**config.mk**
```make
export PLATFORM = sky130hd
export DESIGN_NAME = rc_channel_classifier
export DESIGN_NICKNAME = d
export VERILOG_FILES = /design/src/hw/rtl/rcc_pkg.sv /design/src/hw/rtl/rcc_cfg_regs.sv /design/src/hw/rtl/rcc_classify.sv /design/src/hw/rtl/rc_channel_classifier.sv
export SDC_FILE = /design/constraint.sdc
export NUM_CORES = 1
export LEC_CHECK = 0
export BUFFER_PORTS_ARGS = -buffer_cell sky130_fd_sc_hd__buf_2
export CORE_UTILIZATION = 39
export CTS_BUF_LIST = sky130_fd_sc_hd__clkbuf_16
export DETAILED_ROUTE_END_ITERATION = 10
export PLACE_DENSITY = 0.58
export SETUP_SLACK_MARGIN = 0.4
export SLEW_MARGIN = 15
export SYNTH_ARGS = -nofsm -noshare
export SYNTH_HDL_FRONTEND = slang
export SYNTH_SLANG_ARGS = --single-unit
```
**constraint.sdc**
```tcl
create_clock -name clk_i -period 9.46 [get_ports clk_i]
set_clock_uncertainty 0.05 [all_clocks]
set_input_delay 0 -clock clk_i [delete_from_list [all_inputs] [get_ports clk_i]]
set_output_delay 0 -clock clk_i [all_outputs]
set_load 0.02 [all_outputs]
```
**src/hw/rtl/rcc_pkg.sv**
```systemverilog
// Types, codes and constants of the RC channel classifier.
// No dependencies.
`timescale 1ns / 1ps

package rcc_pkg;

  localparam int unsigned NumChannels = 10;
  localparam int unsigned ChW         = 4;
  localparam int unsigned ValW        = 12;
  localparam int unsigned ModeW       = 3;
  localparam int unsigned ModeMapW    = ModeW * NumChannels;
  localparam int unsigned DeadBandW   = 8;
  localparam int unsigned CfgIdxW     = 2;
  localparam int unsigned CfgDataW    = 30;

  localparam logic [ModeMapW-1:0]  ModeMapReset  = ModeMapW'(481743497);
  localparam logic [DeadBandW-1:0] DeadBandReset = DeadBandW'(30);

  localparam logic [ValW-1:0] ValCenter    = ValW'(1500);
  localparam logic [ValW-1:0] ValLevelMin  = ValW'(1000);
  localparam logic [ValW-1:0] ValLevelNull = ValW'(1050);
  localparam logic [ValW-1:0] ValLevelLow  = ValW'(1150);
  localparam logic [ValW-1:0] ValLevelMax  = ValW'(2000);
  localparam logic [ValW-1:0] ValSwitchLo  = ValW'(1300);
  localparam logic [ValW-1:0] ValSwitchHi  = ValW'(1600);

  typedef enum logic [ModeW-1:0] {
    MODE_NONE     = 3'd0,
    MODE_DEADBAND = 3'd1,
    MODE_LEVEL    = 3'd2,
    MODE_TOGGLE   = 3'd3,
    MODE_PUSH     = 3'd4,
    MODE_SWITCH   = 3'd5
  } mode_e;

  localparam logic [1:0] LevelUnset = 2'd0;
  localparam logic [1:0] LevelNull  = 2'd1;
  localparam logic [1:0] LevelLow   = 2'd2;
  localparam logic [1:0] LevelHigh  = 2'd3;

  localparam logic [1:0] SwPos1  = 2'd0;
  localparam logic [1:0] SwPos2  = 2'd1;
  localparam logic [1:0] SwPos3  = 2'd2;
  localparam logic [1:0] SwError = 2'd3;

  localparam logic [CfgIdxW-1:0] CfgModeMap  = CfgIdxW'(0);
  localparam logic [CfgIdxW-1:0] CfgDeadBand = CfgIdxW'(1);

  typedef struct packed {
    logic [ChW-1:0]  channel;
    logic [ValW-1:0] pulse_value;
  } in_word_t;

  typedef struct packed {
    logic [ChW-1:0]   channel_out;
    logic [ValW-1:0]  value_out;
    logic [ModeW-1:0] mode_used;
    logic [1:0]       throttle_level;
    logic [1:0]       switch_position;
    logic             toggle_on;
    logic             push_event;
  } res_word_t;

  typedef struct packed {
    logic [ModeMapW-1:0]  mode_map;
    logic [DeadBandW-1:0] dead_band;
  } cfg_t;

endpackage

```
**src/hw/rtl/rcc_cfg_regs.sv**
```systemverilog
// Configuration registers: mode map and dead band.
// Depends on rcc_pkg.
`timescale 1ns / 1ps

module rcc_cfg_regs (
  input  logic                          clk_i,
  input  logic                          rst_ni,
  input  logic                          cfg_valid_i,
  output logic                          cfg_ready_o,
  input  logic [rcc_pkg::CfgIdxW-1:0]   cfg_index_i,
  input  logic [rcc_pkg::CfgDataW-1:0]  cfg_data_i,
  output rcc_pkg::cfg_t                 cfg_o
);
  import rcc_pkg::*;

  cfg_t cfg_q, cfg_d;

  assign cfg_ready_o = 1'b1;

  always_comb begin
    cfg_d = cfg_q;
    if (cfg_valid_i) begin
      unique case (cfg_index_i)
        CfgModeMap:  cfg_d.mode_map  = cfg_data_i[ModeMapW-1:0];
        CfgDeadBand: cfg_d.dead_band = cfg_data_i[DeadBandW-1:0];
        default: ;
      endcase
    end
  end

  always_ff @(posedge clk_i or negedge rst_ni) begin
    if (!rst_ni) begin
      cfg_q.mode_map  <= ModeMapReset;
      cfg_q.dead_band <= DeadBandReset;
    end else begin
      cfg_q <= cfg_d;
    end
  end

  assign cfg_o = cfg_q;

endmodule

```
**src/hw/rtl/rcc_classify.sv**
```systemverilog
// Per-channel state and the classification logic for one word.
// Depends on rcc_pkg.
`timescale 1ns / 1ps

module rcc_classify (
  input  logic               clk_i,
  input  logic               rst_ni,
  input  rcc_pkg::cfg_t      cfg_i,
  input  logic               upd_en_i,
  input  rcc_pkg::in_word_t  word_i,
  output rcc_pkg::res_word_t res_o
);
  import rcc_pkg::*;

  logic             pressed_q [NumChannels];
  logic             toggle_q  [NumChannels];
  logic [1:0]       level_q   [NumChannels];
  logic [ModeW-1:0] mode_arr  [NumChannels];

  logic            in_range;
  mode_e           mode;
  logic [ValW-1:0] v;
  logic [ValW-1:0] delta;
  logic            pressed, last_pr, tog_cur, tog_nxt, push;
  logic [1:0]      lvl_cur, lvl_nxt, sw;
  logic            wr_press, wr_toggle, wr_level;

  always_comb begin
    for (int i = 0; i < NumChannels; i++) begin
      mode_arr[i] = cfg_i.mode_map[ModeW*i +: ModeW];
    end
  end

  assign in_range = (word_i.channel < ChW'(NumChannels));
  assign v        = word_i.pulse_value;
  assign pressed  = (v > ValCenter);
  assign delta    = (v > ValCenter) ? (v - ValCenter) : (ValCenter - v);

  always_comb begin
    mode    = MODE_NONE;
    last_pr = 1'b0;
    tog_cur = 1'b0;
    lvl_cur = LevelUnset;
    if (in_range) begin
      // spare codes 6 and 7 act as none
      if (mode_arr[word_i.channel] <= MODE_SWITCH) mode = mode_e'(mode_arr[word_i.channel]);
      last_pr = pressed_q[word_i.channel];
      tog_cur = toggle_q[word_i.channel];
      lvl_cur = level_q[word_i.channel];
    end
  end

  always_comb begin
    res_o             = '0;
    res_o.channel_out = word_i.channel;
    res_o.value_out   = v;
    tog_nxt   = tog_cur;
    lvl_nxt   = lvl_cur;
    sw        = SwPos1;
    push      = 1'b0;
    wr_press  = 1'b0;
    wr_toggle = 1'b0;
    wr_level  = 1'b0;
    case (mode)
      MODE_DEADBAND: begin
        if (delta < {{(ValW-DeadBandW){1'b0}}, cfg_i.dead_band}) res_o.value_out = ValCenter;
      end
      MODE_LEVEL: begin
        wr_level = 1'b1;
        if (v > ValLevelMin && v <= ValLevelNull) lvl_nxt = LevelNull;
        else if (v > ValLevelNull && v <= ValLevelLow) lvl_nxt = LevelLow;
        else if (v > ValLevelLow && v < ValLevelMax) lvl_nxt = LevelHigh;
      end
      MODE_TOGGLE: begin
        wr_press  = 1'b1;
        wr_toggle = 1'b1;
        if (pressed && !last_pr) tog_nxt = ~tog_cur;
      end
      MODE_PUSH: begin
        wr_press = 1'b1;
        push     = pressed && !last_pr;
      end
      MODE_SWITCH: begin
        if (v < ValSwitchLo) sw = SwPos1;
        else if (v > ValSwitchLo && v < ValSwitchHi) sw = SwPos2;
        else if (v > ValSwitchHi) sw = SwPos3;
        else sw = SwError;
      end
      default: ;
    endcase
    if (in_range) begin
      res_o.mode_used       = mode;
      res_o.throttle_level  = lvl_nxt;
      res_o.switch_position = sw;
      res_o.toggle_on       = tog_nxt;
      res_o.push_event      = push;
    end
  end

  always_ff @(posedge clk_i or negedge rst_ni) begin
    if (!rst_ni) begin
      for (int i = 0; i < NumChannels; i++) begin
        pressed_q[i] <= 1'b0;
        toggle_q[i]  <= 1'b0;
        level_q[i]   <= LevelUnset;
      end
    end else if (upd_en_i && in_range) begin
      if (wr_press)  pressed_q[word_i.channel] <= pressed;
      if (wr_toggle) toggle_q[word_i.channel]  <= tog_nxt;
      if (wr_level)  level_q[word_i.channel]   <= lvl_nxt;
    end
  end

endmodule

```
**src/hw/rtl/rc_channel_classifier.sv**
```systemverilog
// RC channel classifier: a sample (channel, pulse value) is registered, classified by
// the mode that the mode map holds for its channel, and the result word is registered.
// One word enters per cycle while the output is not stalled. Per-channel press, toggle
// and level bits sit in flip-flops that are read and written in the classify stage, so
// back-to-back words on one channel need no bubble. Configuration writes are always
// ready and take effect on the next cycle.
// Depends on rcc_pkg, rcc_cfg_regs and rcc_classify.
`timescale 1ns / 1ps

module rc_channel_classifier (
  input  logic                          clk_i,
  input  logic                          rst_ni,
  input  logic                          in_valid_i,
  output logic                          in_stall_o,
  input  rcc_pkg::in_word_t             in_word_i,
  output logic                          out_valid_o,
  input  logic                          out_stall_i,
  output rcc_pkg::res_word_t            out_word_o,
  input  logic                          cfg_valid_i,
  output logic                          cfg_ready_o,
  input  logic [rcc_pkg::CfgIdxW-1:0]   cfg_index_i,
  input  logic [rcc_pkg::CfgDataW-1:0]  cfg_data_i
);
  import rcc_pkg::*;

  cfg_t      cfg;
  logic      in_valid_q;
  in_word_t  in_word_q;
  logic      out_valid_q;
  res_word_t out_word_q;
  res_word_t res;
  logic      advance;

  rcc_cfg_regs u_cfg (
    .clk_i       (clk_i),
    .rst_ni      (rst_ni),
    .cfg_valid_i (cfg_valid_i),
    .cfg_ready_o (cfg_ready_o),
    .cfg_index_i (cfg_index_i),
    .cfg_data_i  (cfg_data_i),
    .cfg_o       (cfg)
  );

  assign advance    = !out_valid_q || !out_stall_i;
  assign in_stall_o = in_valid_q && !advance;

  rcc_classify u_classify (
    .clk_i    (clk_i),
    .rst_ni   (rst_ni),
    .cfg_i    (cfg),
    .upd_en_i (in_valid_q && advance),
    .word_i   (in_word_q),
    .res_o    (res)
  );

  always_ff @(posedge clk_i or negedge rst_ni) begin
    if (!rst_ni) begin
      in_valid_q  <= 1'b0;
      out_valid_q <= 1'b0;
    end else begin
      if (!in_stall_o) in_valid_q <= in_valid_i;
      if (advance) out_valid_q <= in_valid_q;
    end
  end

  always_ff @(posedge clk_i) begin
    if (!in_stall_o && in_valid_i) in_word_q <= in_word_i;
    if (advance && in_valid_q) out_word_q <= res;
  end

  assign out_valid_o = out_valid_q;
  assign out_word_o  = out_word_q;

endmodule

```
Word-level counts from Yosys, hierarchy flattened
Index checks and enable logic that the tools add are counted.

Mux-type cells: 38. Reductions and logical operators: 26. Order comparisons: 16. Add/sub/neg operators: 2. Equal/unequal tests: 6. Bitwise gates (word level): 4.

Operators with widths (count): greater-than comparator 12 x 11 -> 1 bit (second input constant) (5); < comparator 12 x 11 -> 1 bit (second input constant) (3); 2-to-1 mux 12 bit (3); less-or-equal comparator 12 x 11 -> 1 bit (second input constant) (2); bitwise mux 10 bit (2); bitwise mux 20 bit (1); 2-to-1 mux 2 bit (8); 2-to-1 mux 1 bit (14); binary-select mux 3 bit (select 4 bit) (1); greater-than comparator 12 x 10 -> 1 bit (second input constant) (1); < comparator 12 x 8 -> 1 bit (1); 2-to-1 mux 3 bit (4); AND reduction 2 bit (6); subtractor 11 x 12 -> 12 bit (first input constant) (1); subtractor 12 x 11 -> 12 bit (second input constant) (1); logical AND 1 bit (10); binary-select mux 1 bit (select 4 bit) (2); binary-select mux 2 bit (select 4 bit) (1); demux 2 bit (select 4 bit) (1); == test 3 x 2 -> 1 bit (second input constant) (2); == test 3 bit (second input constant) (2); >= comparator 5 bit (second input constant) (1); logical NOT 1 bit (5); < comparator 5 x 1 -> 1 bit (second input constant) (1); 12 further kinds (14).

Input port bits: 53. Word-level logic and storage cells: 136. Register bits after elaboration: 121. Output and inout port bits: 28.

Longest topological paths before layout
Word-level depth: 11. Gate-level depth with buffers: 17. Gate-level depth less buffers: 14.

Hierarchy
A second synthesis with hierarchy kept.

Cell total of the unflattened synthesis: 505. Area, all modules: 6244.7 µm².

By module, submodules not included: rcc_classify (times used 1, sequential area each 1001.0 µm², cells each 373, area an instance 3443.3 µm²); rcc_cfg_regs (times used 1, sequential area each 974.7 µm², cells each 83, area an instance 1477.7 µm²); rc_channel_classifier (times used 1, sequential area each 1281.2 µm², cells each 49, area an instance 1323.8 µm²).

Worst setup path after synthesis
OpenSTA, ideal clock, no wires.

Path type: reg-to-reg. Start: register in_word_q[1] in the netlist's numbering. End: register out_word_q (netlist bit out_word_o[10]), data pin. Setup slack: 5.753 ns. Setup time: 0.254 ns. Arrival time: 3.402 ns. Path buffers: 3. Period minus slack after synthesis: 3.707 ns. Stages on the path, launching flop included: 16. Required time: 9.156 ns. Cell sequence: edfxtp_1 -> buf_2 -> inv_1 -> ha_1 -> nand3b_1 -> a21o_1 -> nand2_1 -> clkbuf_1 -> mux2_2 -> ha_1 -> a21o_1 -> a211oi_1 -> nor3_1 -> or4_1 -> buf_2 -> o21a_1.

RTL lines: from (decl) (line rc_channel_classifier.sv:28) `in_word_t in_word_q;`; from (signal assigned) (line rc_channel_classifier.sv:67) `if (!in_stall_o && in_valid_i) in_word_q <= in_word_i;`; to (signal assigned) (line rc_channel_classifier.sv:68) `if (advance && in_valid_q) out_word_q <= res;`; to (decl) (line rc_channel_classifier.sv:30) `res_word_t out_word_q;`.

==> impl_metrics.json <==
{
  "yosys_warnings": 0,
  "drc": 0,
  "syn2layout_area_growth_pct": 24.2,
  "worst_ir_drop_vdd_v": 0.000124,
  "design.core.area_um2": 16000,
  "die-height_um": 130,
  "dp_hpwl_um": 10500,
  "rsz0062_at_grt": "false",
  "grt_max_degree": 81,
  "insertedDiodeCount": 0,
  "start_util_pct": 40.2,
  "setup_tns_ns": 0,
  "period_needed_ns": 4.24,
  "crit_type": "reg2reg",
  "pwr_density_cell_nw_per_um2": 192,
  "nets": 696,
  "maxSlewHeadroom_pct": 29.7,
  "gp_congestion": 0.854,
  "cts_htree_levels": 4,
  "synth_top_area_share_pct": 23.8,
  "ys_top_cells_by_area": "dfrtp_1, edfxtp_1, mux2_2",
  "synth_seq_cells": 121,
  "fillers": 1471,
  "ios": 81,
  "yosysSeqAreaShare_pct": 50.7,
  "worst_pin_slew_ns": 1.05,
  "cts_tree": "done",
  "num_rows": 46,
  "p_total_uw": 1530,
  "grt_overflow": 0,
  "synth.avg_cell_area_um2": 12.6,
  "grt_usage_pct": 19.8,
  "synth_commonest_cells": "mux2_2, dfrtp_1, edfxtp_1",
  "cp.required_ns": 9.58,
  "routed_wirelength_um": 15300,
  "drtIter0Drc": 236,
  "arrival_ns": 4.36,
  "dieArea_um2": 17000,
  "grt_pass1_vias": 4637,
  "port_buffers": 79,
  "maxClockFrequency_mhz": 236,
  "wl_per_cell_um": 17.8,
  "layout-drive-gt1-share_pct": 34.7,
  "slew_viol_final": 0,
  "synthCells": 509,
  "worstPathMaxFanout": 21,
  "ant_nets": 0,
  "synthesis.nets": 576,
  "via_per_inst": 5.32,
  "cts_root_buf": "clkbuf_16",
  "cp-end-kind": "flop",
  "synth_cell_type_count": 79,
  "antenna_found_initial": 0,
  "clkSinkCount": 121,
  "ys.flop_type": "dfrtp_1",
  "slowest_stage": "or4_1",
  "die_w_um": 130,
  "crit_path_start_kind": "flop",
  "first_pass_iters": 7,
  "path_cells": "ha_1 > nand3b_1 > a21o_1 > nand2_1 > mux2_2 > ha_1 > a21o_1 > a211oi_1 > nor3_1 > or4_1 > o21a_1",
  "cts-resized-gates": 0,
  "outcome": "complete, no violations",
  "period_share_pct": 44.8,
  "hp-class": "in2reg",
  "p_leak_uw": 0.00340,
  "num_vias": 4565,
  "synthesis.area_um2": 6420,
  "async_reset_ff_share_pct": 66.1,
  "ctsLongestPathBuffers": 2,
  "synth.most_common_cell": "mux2_2",
  "slowest_delay_ns": 0.73,
  "numCtsBuffers": 17,
  "clk_pin_slew_ns": 0.06,
  "cap_violations": 0,
  "synth_edf_count": 41,
  "synth_top_cell_by_area": "dfrtp_1",
  "clock_latency_ns": 0.42,
  "grt_pass1_wl_um": 24900,
  "hold_viol_final": 0,
  "final_util_pct": 49.9,
  "setup_violations": 0
}
## routing by layer
| metal | up-vias | routed length, µm | part of all wire [%] | GRT usage, % |
|---|---|---|---|---|
| met5 | - | 0 | 0 | 0 |
| met4 | 0 | 216 | 1.4 | 8.05 |
| met3 | 21 | 722 | 4.7 | 4.26 |
| met2 | 161 | 7250 | 47 | 31.2 |
| met1 | 2243 | 7120 | 47 | 26.5 |
| li1 | 2140 | - | - | - |
## metrics by stage
stage / instances / worst slack (ns) / hold WS [ns] / instance area (µm²)
detailed placement: 776 / 5.20 / 0.128 / 6920
global route: 858 / 4.92 / 0.220 / 7980
CTS: 858 / 5.18 / 0.190 / 7980
global placement: 776 / 5.28 / 0.127 / 6920
floorplan: 509 / 5.75 / -0.346 / 6420
finish: 858 / 5.22 / 0.207 / 7980
## layout by cell type (no fill, tap or decap), drive strengths merged, types with 3 or more instances in the layout
master,instances
a211oi,4
clkbuf,18
ha,14
o311ai,3
and3,4
a21o,3
dfstp,19
buf,83
mux2,90
nand2,18
o21ai,14
nand2b,4
o21a,6
o21bai,4
o2111ai,3
mux2i,7
a31oi,7
dlygate4sd3,50
nand4,4
mux4,9
clkinv,9
dfrtp,61
nand3,14
or4,4
nor2,34
nor3b,3
and2,3
nor2b,4
edfxtp,41
inv,21
or3b,3
nor3,11
a22oi,7
a21oi,22
xnor2,6
## cell type report
type | instances | area [µm²] | area share [%]
Inverter | 19 | 71.3 | 0.894
Sequential cell | 121 | 3260 | 40.8
Clock buffer | 18 | 450 | 5.64
Timing Repair Buffer | 133 | 928 | 11.6
Multi-Input combinational cell | 337 | 2890 | 36.2
Clock inverter | 14 | 114 | 1.43
Tap cell | 216 | 270 | 3.39
## what timing repair did
action | CTS | global route
endpoints found under the hold margin | 117 | 0
buffers inserted | 0 | 0
hold buffers | 50 | 0
## worst max-delay path: cells and delay by family, from the launching register on
family          cells  cell delay [ns]
fa+ha+maj           2             0.62
mux                 1             0.41
compound gates      4             0.87
simple gates        4             1.47
flops               1             0.57
## worst paths after layout
kind                                               startpoint                                 end  slack, ns  cells past startpoint
min in group asynchronous                              rst_ni         u_cfg.cfg_o[32]$_DFFE_PN0P_       0.25                      2
max in group asynchronous                              rst_ni  u_classify.level_q[19]$_DFFE_PN0P_       8.49                      2
max                                    in_word_q[2]$_DFFE_PP_            out_word_o[18]$_DFFE_PP_       5.22                     11
max reg2reg                            in_word_q[2]$_DFFE_PP_            out_word_o[18]$_DFFE_PP_       5.22                     11
min                                            cfg_index_i[1]         u_cfg.cfg_o[16]$_DFFE_PN0P_       0.21                      4
min reg2reg                u_classify.toggle_q[0]$_DFFE_PN0P_  u_classify.toggle_q[0]$_DFFE_PN0P_       0.43                      1
## sequential cells by signal (all words and copies together) (netlist names)
name / cells
out_valid_o: 1
u_classify.level_q: 20
u_classify.pressed_q: 10
u_classify.toggle_q: 10
out_word_o: 25
u_cfg.cfg_o: 38
in_valid_q: 1
in_word_q: 16
## logic make-up after synthesis
group                    synth area share, %
AND/OR/NAND/NOR                         10.0
flip-flops                              50.7
XOR/XNOR                                1.38
AO/OA/AOI/OAI                           10.6
buffers and inverters                   4.42
adder cells (fa/ha/maj)                 2.73
other                                 0.0584
multiplexers                            20.1
## report_power, final
group | total (µW) | switching [µW] | leakage (µW) | internal (µW)
Combinational | 254 | 134 | 0.00172 | 120
Sequential | 659 | 39.9 | 0.00140 | 619
Clock | 619 | 225 | 0.000284 | 394
Total | 1530 | 399 | 0.00340 | 1130
(Power assumes the default switching activity.)
